==> src/maiu_pkg.sv <==
// Shared types, codes and helpers for the multiply-accumulate instruction unit.
// Depends on nothing; the front, the back and the top level import it.
package maiu_pkg;

  localparam int NUM_REGS = 16;
  localparam int REG_AW = 4;
  localparam int DATA_W = 32;

  // Command queue between the front and the back, and the result queue.
  localparam int Q_DEPTH = 4;
  localparam int Q_PTR_W = 2;
  localparam int Q_CNT_W = 3;
  localparam int OQ_DEPTH = 2;
  localparam int OQ_PTR_W = 1;
  localparam int OQ_CNT_W = 2;

  localparam logic [1:0] OP_EXECUTE = 2'd0;
  localparam logic [1:0] OP_WRITE = 2'd1;
  localparam logic [1:0] OP_READ = 2'd2;

  localparam logic [4:0] STATUS_INDEX = 5'd16;

  localparam logic [31:0] CPSR_N = 32'h8000_0000;
  localparam logic [31:0] CPSR_Z = 32'h4000_0000;
  localparam logic [31:0] CPSR_C = 32'h2000_0000;
  localparam logic [31:0] CPSR_V = 32'h1000_0000;

  typedef enum logic [3:0] {
    COND_EQ, COND_NE, COND_CS, COND_CC, COND_MI, COND_PL, COND_VS, COND_VC,
    COND_HI, COND_LS, COND_GE, COND_LT, COND_GT, COND_LE, COND_AL, COND_NV
  } cond_t;

  typedef enum logic [2:0] {
    KIND_NOP,
    KIND_MUL,
    KIND_WRITE_REG,
    KIND_WRITE_STATUS,
    KIND_READ_REG,
    KIND_READ_STATUS
  } kind_t;

  // One classified command. For register writes and reads the register
  // number travels in rd and rm.
  typedef struct packed {
    kind_t             kind;
    cond_t             cond;
    logic              accumulate;
    logic              set_flags;
    logic [REG_AW-1:0] rd;
    logic [REG_AW-1:0] rn;
    logic [REG_AW-1:0] rs;
    logic [REG_AW-1:0] rm;
    logic [DATA_W-1:0] wval;
  } item_t;

  typedef struct packed {
    logic              executed;
    logic [REG_AW-1:0] dest;
    logic [DATA_W-1:0] result;
    logic [3:0]        flags;
    logic [DATA_W-1:0] readv;
  } result_t;

  // Condition test against the flags, N in bit 3 down to V in bit 0.
  function automatic logic cond_passes(cond_t cond, logic [3:0] nzcv);
    logic n, z, c, v, ok;
    n = nzcv[3];
    z = nzcv[2];
    c = nzcv[1];
    v = nzcv[0];
    unique case (cond)
      COND_EQ: ok = z;
      COND_NE: ok = !z;
      COND_CS: ok = c;
      COND_CC: ok = !c;
      COND_MI: ok = n;
      COND_PL: ok = !n;
      COND_VS: ok = v;
      COND_VC: ok = !v;
      COND_HI: ok = c && !z;
      COND_LS: ok = !c || z;
      COND_GE: ok = (n == v);
      COND_LT: ok = (n != v);
      COND_GT: ok = !z && (n == v);
      COND_LE: ok = z || (n != v);
      COND_AL: ok = 1'b1;
      COND_NV: ok = 1'b0;
    endcase
    return ok;
  endfunction

endpackage

==> src/maiu_ram.sv <==
// Generic single-write, single-read RAM with a registered, enabled read port.
// Depends on nothing.
module maiu_ram #(
  parameter int WIDTH = 32,
  parameter int DEPTH = 16,
  localparam int AW = (DEPTH > 1) ? $clog2(DEPTH) : 1
) (
  input  logic             clk,
  input  logic             we,
  input  logic [AW-1:0]    waddr,
  input  logic [WIDTH-1:0] wdata,
  input  logic             re,
  input  logic [AW-1:0]    raddr,
  output logic [WIDTH-1:0] rdata
);

  logic [WIDTH-1:0] mem [DEPTH];
  logic [WIDTH-1:0] rdata_r;

  // Read-first: a read and a write to the same address return the old word.
  always_ff @(posedge clk) begin
    if (we) begin
      mem[waddr] <= wdata;
    end
    if (re) begin
      rdata_r <= mem[raddr];
    end
  end

  assign rdata = rdata_r;

endmodule

==> src/maiu_front.sv <==
// Front of the unit: accepts input beats, classifies them and queues them.
// Depends on maiu_pkg.
module maiu_front
  import maiu_pkg::*;
(
  input  logic        clk,
  input  logic        rst_n,
  input  logic        push,
  output logic        full,
  input  logic [1:0]  in_operation,
  input  logic [31:0] in_instruction,
  input  logic [4:0]  in_reg_index,
  input  logic [31:0] in_write_value,
  output logic        q_valid,
  output item_t       q_item,
  input  logic        q_pop
);

  item_t              dec;
  item_t              q_r [Q_DEPTH];
  logic [Q_PTR_W-1:0] wp_r, rp_r;
  logic [Q_CNT_W-1:0] cnt_r, cnt_nxt;
  logic               do_push;

  always_comb begin
    dec.kind       = KIND_NOP;
    dec.cond       = cond_t'(in_instruction[31:28]);
    dec.accumulate = in_instruction[21];
    dec.set_flags  = in_instruction[20];
    dec.rd         = in_instruction[19:16];
    dec.rn         = in_instruction[15:12];
    dec.rs         = in_instruction[11:8];
    dec.rm         = in_instruction[3:0];
    dec.wval       = in_write_value;
    unique case (in_operation)
      OP_EXECUTE: begin
        dec.kind = KIND_MUL;
      end
      OP_WRITE: begin
        dec.rd = in_reg_index[REG_AW-1:0];
        if (in_reg_index < STATUS_INDEX) begin
          dec.kind = KIND_WRITE_REG;
        end else if (in_reg_index == STATUS_INDEX) begin
          dec.kind = KIND_WRITE_STATUS;
        end
      end
      OP_READ: begin
        dec.rm = in_reg_index[REG_AW-1:0];
        if (in_reg_index < STATUS_INDEX) begin
          dec.kind = KIND_READ_REG;
        end else if (in_reg_index == STATUS_INDEX) begin
          dec.kind = KIND_READ_STATUS;
        end
      end
      default: begin
        dec.kind = KIND_NOP;
      end
    endcase
  end

  assign full    = (cnt_r == Q_CNT_W'(Q_DEPTH));
  assign do_push = push && !full;
  assign q_valid = (cnt_r != '0);
  assign q_item  = q_r[rp_r];

  always_comb begin
    cnt_nxt = cnt_r;
    if (do_push && !q_pop) begin
      cnt_nxt = cnt_r + 1'b1;
    end else if (!do_push && q_pop) begin
      cnt_nxt = cnt_r - 1'b1;
    end
  end

  always_ff @(posedge clk) begin
    if (!rst_n) begin
      wp_r  <= '0;
      rp_r  <= '0;
      cnt_r <= '0;
    end else begin
      cnt_r <= cnt_nxt;
      if (do_push) begin
        wp_r <= wp_r + 1'b1;
      end
      if (q_pop) begin
        rp_r <= rp_r + 1'b1;
      end
    end
  end

  always_ff @(posedge clk) begin
    if (do_push) begin
      q_r[wp_r] <= dec;
    end
  end

endmodule

==> src/maiu_back.sv <==
// Back of the unit: operand read, multiply, accumulate and writeback, plus the
// result queue. Depends on maiu_pkg and maiu_ram.
module maiu_back
  import maiu_pkg::*;
(
  input  logic    clk,
  input  logic    rst_n,
  input  logic    q_valid,
  input  item_t   q_item,
  output logic    q_pop,
  input  logic    pop,
  output logic    empty,
  output result_t res
);

  // Register file: three read-port copies that are always written together.
  logic [DATA_W-1:0] ram_m, ram_s, ram_n;
  logic              wen;
  logic [REG_AW-1:0] waddr;
  logic [DATA_W-1:0] wdata;
  logic [NUM_REGS-1:0] valid_r;

  // Operand stage.
  logic              e1_valid_r;
  item_t             e1_item_r;
  logic              e1_vm_r, e1_vs_r, e1_vn_r;
  logic [DATA_W-1:0] opm, ops, opn, prod;
  logic              hazard, e1_adv, e1_ready;

  // Execute stage.
  logic              e2_valid_r;
  item_t             e2_item_r;
  logic [DATA_W-1:0] e2_prod_r, e2_acc_r, e2_rdv_r;
  logic              e2_fire, e2_writes, cond_ok, exec;
  logic [DATA_W-1:0] sum;
  logic [DATA_W-1:0] status_r, status_nxt;
  result_t           e2_res;

  // The last two register writes, for words the RAM read missed.
  logic              wb0_valid_r, wb1_valid_r;
  logic [REG_AW-1:0] wb0_addr_r, wb1_addr_r;
  logic [DATA_W-1:0] wb0_data_r, wb1_data_r;

  // Result queue.
  result_t             oq_r [OQ_DEPTH];
  logic [OQ_PTR_W-1:0] oq_wp_r, oq_rp_r;
  logic [OQ_CNT_W-1:0] oq_cnt_r;
  logic                oq_full, oq_pop;

  function automatic logic [DATA_W-1:0] fwd(
    logic [REG_AW-1:0] addr, logic [DATA_W-1:0] ram_word, logic written,
    logic v0, logic [REG_AW-1:0] a0, logic [DATA_W-1:0] d0,
    logic v1, logic [REG_AW-1:0] a1, logic [DATA_W-1:0] d1);
    logic [DATA_W-1:0] word;
    if (v0 && a0 == addr) begin
      word = d0;
    end else if (v1 && a1 == addr) begin
      word = d1;
    end else if (written) begin
      word = ram_word;
    end else begin
      word = '0;
    end
    return word;
  endfunction

  assign q_pop = q_valid && e1_ready;

  maiu_ram #(.WIDTH(DATA_W), .DEPTH(NUM_REGS)) u_ram_m (
    .clk(clk), .we(wen), .waddr(waddr), .wdata(wdata),
    .re(q_pop), .raddr(q_item.rm), .rdata(ram_m)
  );
  maiu_ram #(.WIDTH(DATA_W), .DEPTH(NUM_REGS)) u_ram_s (
    .clk(clk), .we(wen), .waddr(waddr), .wdata(wdata),
    .re(q_pop), .raddr(q_item.rs), .rdata(ram_s)
  );
  maiu_ram #(.WIDTH(DATA_W), .DEPTH(NUM_REGS)) u_ram_n (
    .clk(clk), .we(wen), .waddr(waddr), .wdata(wdata),
    .re(q_pop), .raddr(q_item.rn), .rdata(ram_n)
  );

  // Operand stage.
  always_comb begin
    opm = fwd(e1_item_r.rm, ram_m, e1_vm_r, wb0_valid_r, wb0_addr_r, wb0_data_r,
              wb1_valid_r, wb1_addr_r, wb1_data_r);
    ops = fwd(e1_item_r.rs, ram_s, e1_vs_r, wb0_valid_r, wb0_addr_r, wb0_data_r,
              wb1_valid_r, wb1_addr_r, wb1_data_r);
    opn = fwd(e1_item_r.rn, ram_n, e1_vn_r, wb0_valid_r, wb0_addr_r, wb0_data_r,
              wb1_valid_r, wb1_addr_r, wb1_data_r);
  end

  assign prod = opm * ops;

  // The item ahead may write a register this one reads; wait until it retires.
  assign e2_writes = e2_valid_r &&
                     (e2_item_r.kind == KIND_MUL || e2_item_r.kind == KIND_WRITE_REG);
  always_comb begin
    hazard = 1'b0;
    if (e2_writes) begin
      if (e1_item_r.kind == KIND_MUL) begin
        hazard = (e1_item_r.rm == e2_item_r.rd) || (e1_item_r.rs == e2_item_r.rd) ||
                 (e1_item_r.rn == e2_item_r.rd);
      end else if (e1_item_r.kind == KIND_READ_REG) begin
        hazard = (e1_item_r.rm == e2_item_r.rd);
      end
    end
  end

  assign e1_adv   = e1_valid_r && !hazard && (!e2_valid_r || e2_fire);
  assign e1_ready = !e1_valid_r || e1_adv;

  // Execute stage.
  assign e2_fire = e2_valid_r && !oq_full;
  assign cond_ok = cond_passes(e2_item_r.cond, status_r[31:28]);
  assign exec    = (e2_item_r.kind == KIND_MUL) && cond_ok;
  assign sum     = e2_prod_r + (e2_item_r.accumulate ? e2_acc_r : '0);

  always_comb begin
    status_nxt = status_r;
    if (exec && e2_item_r.set_flags) begin
      status_nxt = status_r & (CPSR_C | CPSR_V);
      if (sum[31]) begin
        status_nxt = status_nxt | CPSR_N;
      end else if (sum == '0) begin
        status_nxt = status_nxt | CPSR_Z;
      end
    end else if (e2_item_r.kind == KIND_WRITE_STATUS) begin
      status_nxt = e2_item_r.wval;
    end
  end

  assign wen   = e2_fire && (exec || e2_item_r.kind == KIND_WRITE_REG);
  assign waddr = e2_item_r.rd;
  assign wdata = exec ? sum : e2_item_r.wval;

  always_comb begin
    e2_res.executed = exec;
    e2_res.dest     = exec ? e2_item_r.rd : '0;
    e2_res.result   = exec ? sum : '0;
    e2_res.flags    = status_nxt[31:28];
    e2_res.readv    = '0;
    if (e2_item_r.kind == KIND_READ_REG) begin
      e2_res.readv = e2_rdv_r;
    end else if (e2_item_r.kind == KIND_READ_STATUS) begin
      e2_res.readv = status_r;
    end
  end

  // Result queue.
  assign empty   = (oq_cnt_r == '0);
  assign oq_full = (oq_cnt_r == OQ_CNT_W'(OQ_DEPTH));
  assign oq_pop  = pop && !empty;
  assign res     = oq_r[oq_rp_r];

  always_ff @(posedge clk) begin
    if (!rst_n) begin
      e1_valid_r  <= 1'b0;
      e2_valid_r  <= 1'b0;
      status_r    <= '0;
      valid_r     <= '0;
      wb0_valid_r <= 1'b0;
      wb1_valid_r <= 1'b0;
      oq_wp_r     <= '0;
      oq_rp_r     <= '0;
      oq_cnt_r    <= '0;
    end else begin
      if (q_pop) begin
        e1_valid_r <= 1'b1;
      end else if (e1_adv) begin
        e1_valid_r <= 1'b0;
      end
      if (e1_adv) begin
        e2_valid_r <= 1'b1;
      end else if (e2_fire) begin
        e2_valid_r <= 1'b0;
      end
      if (e2_fire) begin
        status_r <= status_nxt;
        oq_wp_r  <= oq_wp_r + 1'b1;
      end
      if (wen) begin
        valid_r[waddr] <= 1'b1;
        wb0_valid_r    <= 1'b1;
        wb1_valid_r    <= wb0_valid_r;
      end
      if (oq_pop) begin
        oq_rp_r <= oq_rp_r + 1'b1;
      end
      if (e2_fire && !oq_pop) begin
        oq_cnt_r <= oq_cnt_r + 1'b1;
      end else if (!e2_fire && oq_pop) begin
        oq_cnt_r <= oq_cnt_r - 1'b1;
      end
    end
  end

  always_ff @(posedge clk) begin
    if (q_pop) begin
      e1_item_r <= q_item;
      e1_vm_r   <= valid_r[q_item.rm];
      e1_vs_r   <= valid_r[q_item.rs];
      e1_vn_r   <= valid_r[q_item.rn];
    end
    if (e1_adv) begin
      e2_item_r <= e1_item_r;
      e2_prod_r <= prod;
      e2_acc_r  <= opn;
      e2_rdv_r  <= opm;
    end
    if (wen) begin
      wb0_addr_r <= waddr;
      wb0_data_r <= wdata;
      wb1_addr_r <= wb0_addr_r;
      wb1_data_r <= wb0_data_r;
    end
    if (e2_fire) begin
      oq_r[oq_wp_r] <= e2_res;
    end
  end

`ifndef NO_ASSERTIONS
  a_oq_no_overflow: assert property (@(posedge clk) disable iff (!rst_n)
    e2_fire |-> oq_cnt_r != OQ_CNT_W'(OQ_DEPTH))
    else $error("result queue written while full");

  a_flags_only_nzcv: assert property (@(posedge clk) disable iff (!rst_n)
    (e2_fire && exec && e2_item_r.set_flags) |=> status_r[27:0] == '0)
    else $error("flag-setting multiply left low status bits set");

  a_held_operands: assert property (@(posedge clk) disable iff (!rst_n)
    (e1_valid_r && !e1_adv) |=> ($stable(ram_m) && $stable(ram_s) && $stable(ram_n)))
    else $error("operand words changed under a held item");
`endif

endmodule

==> src/multiply_accumulate_instruction_unit.sv <==
// Top level of the multiply-accumulate instruction unit: front, command queue
// and execution back end. Depends on maiu_pkg, maiu_front and maiu_back.
//
//   Channel  Handshake           Beat fields
//   input    push / full         in_operation, in_instruction, in_reg_index,
//                                in_write_value
//   result   empty / pop         out_executed, out_dest_index, out_result_value,
//                                out_flags_nzcv, out_read_value
//
// One input beat is accepted per cycle while full is low, and each yields exactly one result beat.
// A result passes through the operand stage and the execute stage into the result queue.
// An item that reads a register written by the item directly ahead of it waits
// in the operand stage until that item retires; the flags need no such wait.
// Reset (rst_n low at a clock edge) empties both queues, clears the status word
// and clears the registers through per-register valid bits.
// A full result queue stalls the back end; the four-entry command queue keeps
// taking input beats until it too fills and raises full.
module multiply_accumulate_instruction_unit
  import maiu_pkg::*;
(
  input  logic        clk,
  input  logic        rst_n,
  input  logic        push,
  output logic        full,
  input  logic [1:0]  in_operation,
  input  logic [31:0] in_instruction,
  input  logic [4:0]  in_reg_index,
  input  logic [31:0] in_write_value,
  output logic        empty,
  input  logic        pop,
  output logic        out_executed,
  output logic [3:0]  out_dest_index,
  output logic [31:0] out_result_value,
  output logic [3:0]  out_flags_nzcv,
  output logic [31:0] out_read_value
);

  logic    q_valid;
  logic    q_pop;
  item_t   q_item;
  result_t res;

  // The front decodes each beat into an item and holds it in the command queue.
  maiu_front u_front (
    .clk            (clk),
    .rst_n          (rst_n),
    .push           (push),
    .full           (full),
    .in_operation   (in_operation),
    .in_instruction (in_instruction),
    .in_reg_index   (in_reg_index),
    .in_write_value (in_write_value),
    .q_valid        (q_valid),
    .q_item         (q_item),
    .q_pop          (q_pop)
  );

  // The back end reads operands, multiplies, accumulates, writes back and
  // queues the result beat.
  maiu_back u_back (
    .clk     (clk),
    .rst_n   (rst_n),
    .q_valid (q_valid),
    .q_item  (q_item),
    .q_pop   (q_pop),
    .pop     (pop),
    .empty   (empty),
    .res     (res)
  );

  assign out_executed     = res.executed;
  assign out_dest_index   = res.dest;
  assign out_result_value = res.result;
  assign out_flags_nzcv   = res.flags;
  assign out_read_value   = res.readv;

endmodule
==> config.mk <==
export PLATFORM = sky130hd
export DESIGN_NAME = multiply_accumulate_instruction_unit
export DESIGN_NICKNAME = d
export VERILOG_FILES = /design/src/maiu_pkg.sv /design/src/maiu_ram.sv /design/src/maiu_front.sv /design/src/maiu_back.sv /design/src/multiply_accumulate_instruction_unit.sv
export SDC_FILE = /design/constraint.sdc
export NUM_CORES = 2
export LEC_CHECK = 0
export ABC_CLOCK_PERIOD_IN_PS = 21400
export BUFFER_PORTS_ARGS = -buffer_cell sky130_fd_sc_hd__buf_2
export CAP_MARGIN = 10
export CORE_ASPECT_RATIO = 0.5
export CORE_MARGIN = 5
export CORE_UTILIZATION = 55
export CTS_CLUSTER_SIZE = 25
export DETAILED_ROUTE_END_ITERATION = 16
export PLACE_DENSITY = 0.8
export SLEW_MARGIN = 20
export SYNTH_ARGS = -nofsm -noshare
export SYNTH_HDL_FRONTEND = slang
export SYNTH_HIERARCHICAL = 1
export SYNTH_SLANG_ARGS = --single-unit
==> constraint.sdc <==
create_clock -name clk -period 21.4 [get_ports clk]
set_clock_uncertainty 0.15 [all_clocks]
set_input_delay 3.21 -clock clk [delete_from_list [all_inputs] [get_ports clk]]
set_output_delay 3.21 -clock clk [all_outputs]
set_load 0.01 [all_outputs]
==> out/qor.yml <==
status:
  status: "complete, no violations"
setup_path:
  startpoint: "u_back/e1_item_r[32]"
  crit_type: "reg2reg"
  end_kind: "flop"
  cp.required_ps: 21810
  slowest_delay_ps: 800
  start_kind: "flop"
  critPathArrivalTime_ps: 11510
  path_max_fanout: 24
  rrSetupSlack_ps: 10290
  cp_common_cell: "fa_1"
  worstReg2RegEnd: "u_back/e2_prod_r[31]"
  cp_slowest_cell: "clkinv_1"
  reg2reg_depth: 30
  reg2reg_from: "u_back/e1_item_r[32]"
grt:
  grt_pass1_vias: 61500
  grt_max_degree: 99
  grt_use_total_pct: 29.2
  grt_overflow: 0
  antenna_found_initial: 22
  grt_first_pass_wirelength_mm: 428
route:
  via_per_inst: 6.57
  drtPass1Iterations: 10
  detail_route.wl_per_cell_um: 32.0
  wl_mm: 297
  ant_nets: 0
  via_count: 61100
  drt-initial-drc-count: 9946
  drc_errors: 0
pwr:
  p_leak_nw: 40.6
  peakVddDrop_mv: 0.315
  power_density_mw_per_mm2: 156
synthesis:
  synth-compound-area-share_pct: 4.49
  synth_top_family_by_area: "multiplexers"
  synth_area_leaders: "edfxtp_1 64%, mux4_2 9.7%, fa_1 7.7%"
  muxShareOfSynthArea_pct: 10.6
  synth_edf_count: 2279
  synth_top_cell_area_share_pct: 64.3
  syn-instance-count: 6306
  netlist_area_mm2: 0.106
  synth_ff_type: "edfxtp_1"
  synth.avg_cell_area_um2: 16.9
  ys_ff_latch: 2345
  synth_cell_type_count: 87
  synth_adder_area_share_pct: 9.60
  yosysWarnings: 6
  synth_nets: 6951
  yosys.area_share.simple_pct: 5.49
  yosysTopAreaCell: "edfxtp_1"
  yosysSeqAreaShare_pct: 65.6
  synth_xor_area_share_pct: 1.25
  async_flop_share_pct: 0
clock_tree:
  cts-root-buf: "clkbuf_16"
  clockBufferDepth: 3
  numCtsBuffers: 197
  path_clk_slew_ps: 80
  ctsResizeCount: 0
  post_cts.repair.setup_buffers: 0
  htree_num_levels: 4
  cts.sinks: 2345
  clock_latency_ps: 870
  hold_buffers: 0
  cts_tree: "built"
timing:
  hold_viol: 0
  maxSlewViolCount: 0
  relSlewSlack_pct: 22.2
  rsz0062_at_grt: "false"
  period_share_pct: 51.9
  fmax_ghz: 0.0900
  setup_viol: 0
  tightest_slew_ps: 1160
  hold_ws_ps: 255
  period_minus_slack_ps: 11110
  setup_slack_ps: 10290
  tns_ps: 0
placement:
  dp.cells: 8913
  portBuffers: 139
  place_ws_ps: 10700
  place.gp.congestion: 0.975
  place_hpwl_mm: 171
  placedInstanceArea_mm2: 0.111
final_layout:
  area_growth_pct: 10.5
  fin_nets: 7152
  layout-drive-gt1-share_pct: 20.0
  fin_cells: 9301
  final_cell_mix: "2279 x edfxtp_1, 451 x mux4_2, 451 x inv_1"
  final_common_cell: "edfxtp_1"
  final_area_mm2: 0.118
die:
  rows: 114
  die_w_um: 632
  boundaryPins: 150
  die_area_mm2: 0.203
  die_h_um: 321
  initial_core_util_pct: 55.2
  core_area_mm2: 0.193
worst_hold_path:
  holdPathStages: 0
  min_from: "u_back/e1_item_r[7]"
  hp-class: "reg2reg"
  min_to: "u_back/e2_item_r[7]"
flow_run:
  max_cap_violations: 0
[synth_stat cells (7+ instances only)]
cell type	n
edfxtp_1	2279
mux4_2	457
inv_1	451
nor2_1	417
fa_1	410
nand2_1	370
a22oi_1	221
clkbuf_1	181
ha_1	160
a21oi_1	117
xnor2_1	95
mux2_2	84
o21ai_0	75
nor2b_1	72
and2_1	71
dfxtp_1	66
a21o_1	64
nand2b_1	60
and3_1	57
nand3_1	55
nor3_1	39
or2_2	39
buf_4	38
buf_1	37
buf_2	37
a31oi_1	34
xor2_1	33
a22o_1	32
nand4_1	22
a31o_2	18
a211oi_1	14
o211ai_1	12
buf_6	11
o21a_1	11
mux2i_1	9
or3_1	9
clkinv_1	8
nand3b_1	8
xnor3_1	8
nor4_1	7
[where the power goes]
group          total (mW)  switching, mW  leakage (nW)  internal [mW]
combinational        8.13           5.31          16.2           2.83
sequential           6.57          0.294          21.3           6.28
clock                3.64           1.68          3.14           1.95
[cell families after synthesis]
logic type               Yosys count
multiplexers                     550
adder cells (fa/ha/maj)          571
buffers and inverters            768
flip-flops                      2345
XOR/XNOR                         138
AND/OR/NAND/NOR                 1254
AO/OA/AOI/OAI                    680
[through the flow]
stage	total power [mW]	utilization (%)
detailed placement	14.4	57.5
CTS	18.2	60.8
global placement	14.3	57.4
global route	19.1	61.0
floorplan	11.7	-
finish	18.3	61.0
[sequential cells by signal, indices dropped and copies added, names as in the netlist, 3 cells and up, named ones only]
name,cells
u_back/wb0_addr_r,4
u_back/u_ram_s/rdata,32
u_back/e1_item_r,57
u_back/e2_rdv_r,32
u_back/wb1_addr_r,4
u_back/wb0_data_r,32
u_back/u_ram_m/mem,512
u_back/waddr,4
u_back/u_ram_m/rdata,32
u_front/cnt_r,3
u_back/u_ram_n/rdata,32
u_back/status_r,32
u_front/q_r,228
u_back/e2_item_r,41
u_back/valid_r,16
u_back/wb1_data_r,32
u_back/e2_acc_r,32
u_back/u_ram_s/mem,512
u_back/u_ram_n/mem,512
u_back/e2_prod_r,32
u_back/oq_r,146
[per-layer routing]
layer	share of wire (%)	vias to the layer above	GRT usage, %	wire length [um]
met4	4.9	16	12.1	14700
met3	14	843	8.76	42600
li1	-	24100	-	-
met5	0.084	-	0.301	251
met2	46	5004	45.1	138000
met1	34	31100	39.3	102000
[layout make-up]
type | instances | area (um2)
Clock buffer | 266 | 5380
Timing Repair Buffer | 306 | 2210
Sequential cell | 2345 | 69800
Tap cell | 2610 | 3270
Clock inverter | 108 | 1080
Multi-Input combinational cell | 3193 | 34100
Fill cell | 13100 | 75300
Inverter | 464 | 1740
Antenna cell | 9 | 22.5
[worst max path at each step]
stage	end
floorplan	u_front/cnt_r[2]
global placement	u_back/e2_prod_r[31]
detailed placement	u_back/e2_prod_r[31]
CTS	u_back/e2_prod_r[31]
global route	u_back/e2_prod_r[28]
finish	u_back/e2_prod_r[31]
[worst max-delay path: cells and delay by family (launching register included)]
family | cells | cell delay, ps
compound gates | 1 | 190
flops | 1 | 460
fa+ha+maj | 8 | 3690
buf+inv | 5 | 1400
simple gates | 5 | 2330
xor+xnor | 11 | 2560
No activity file was read; power rests on OpenSTA's default activity.
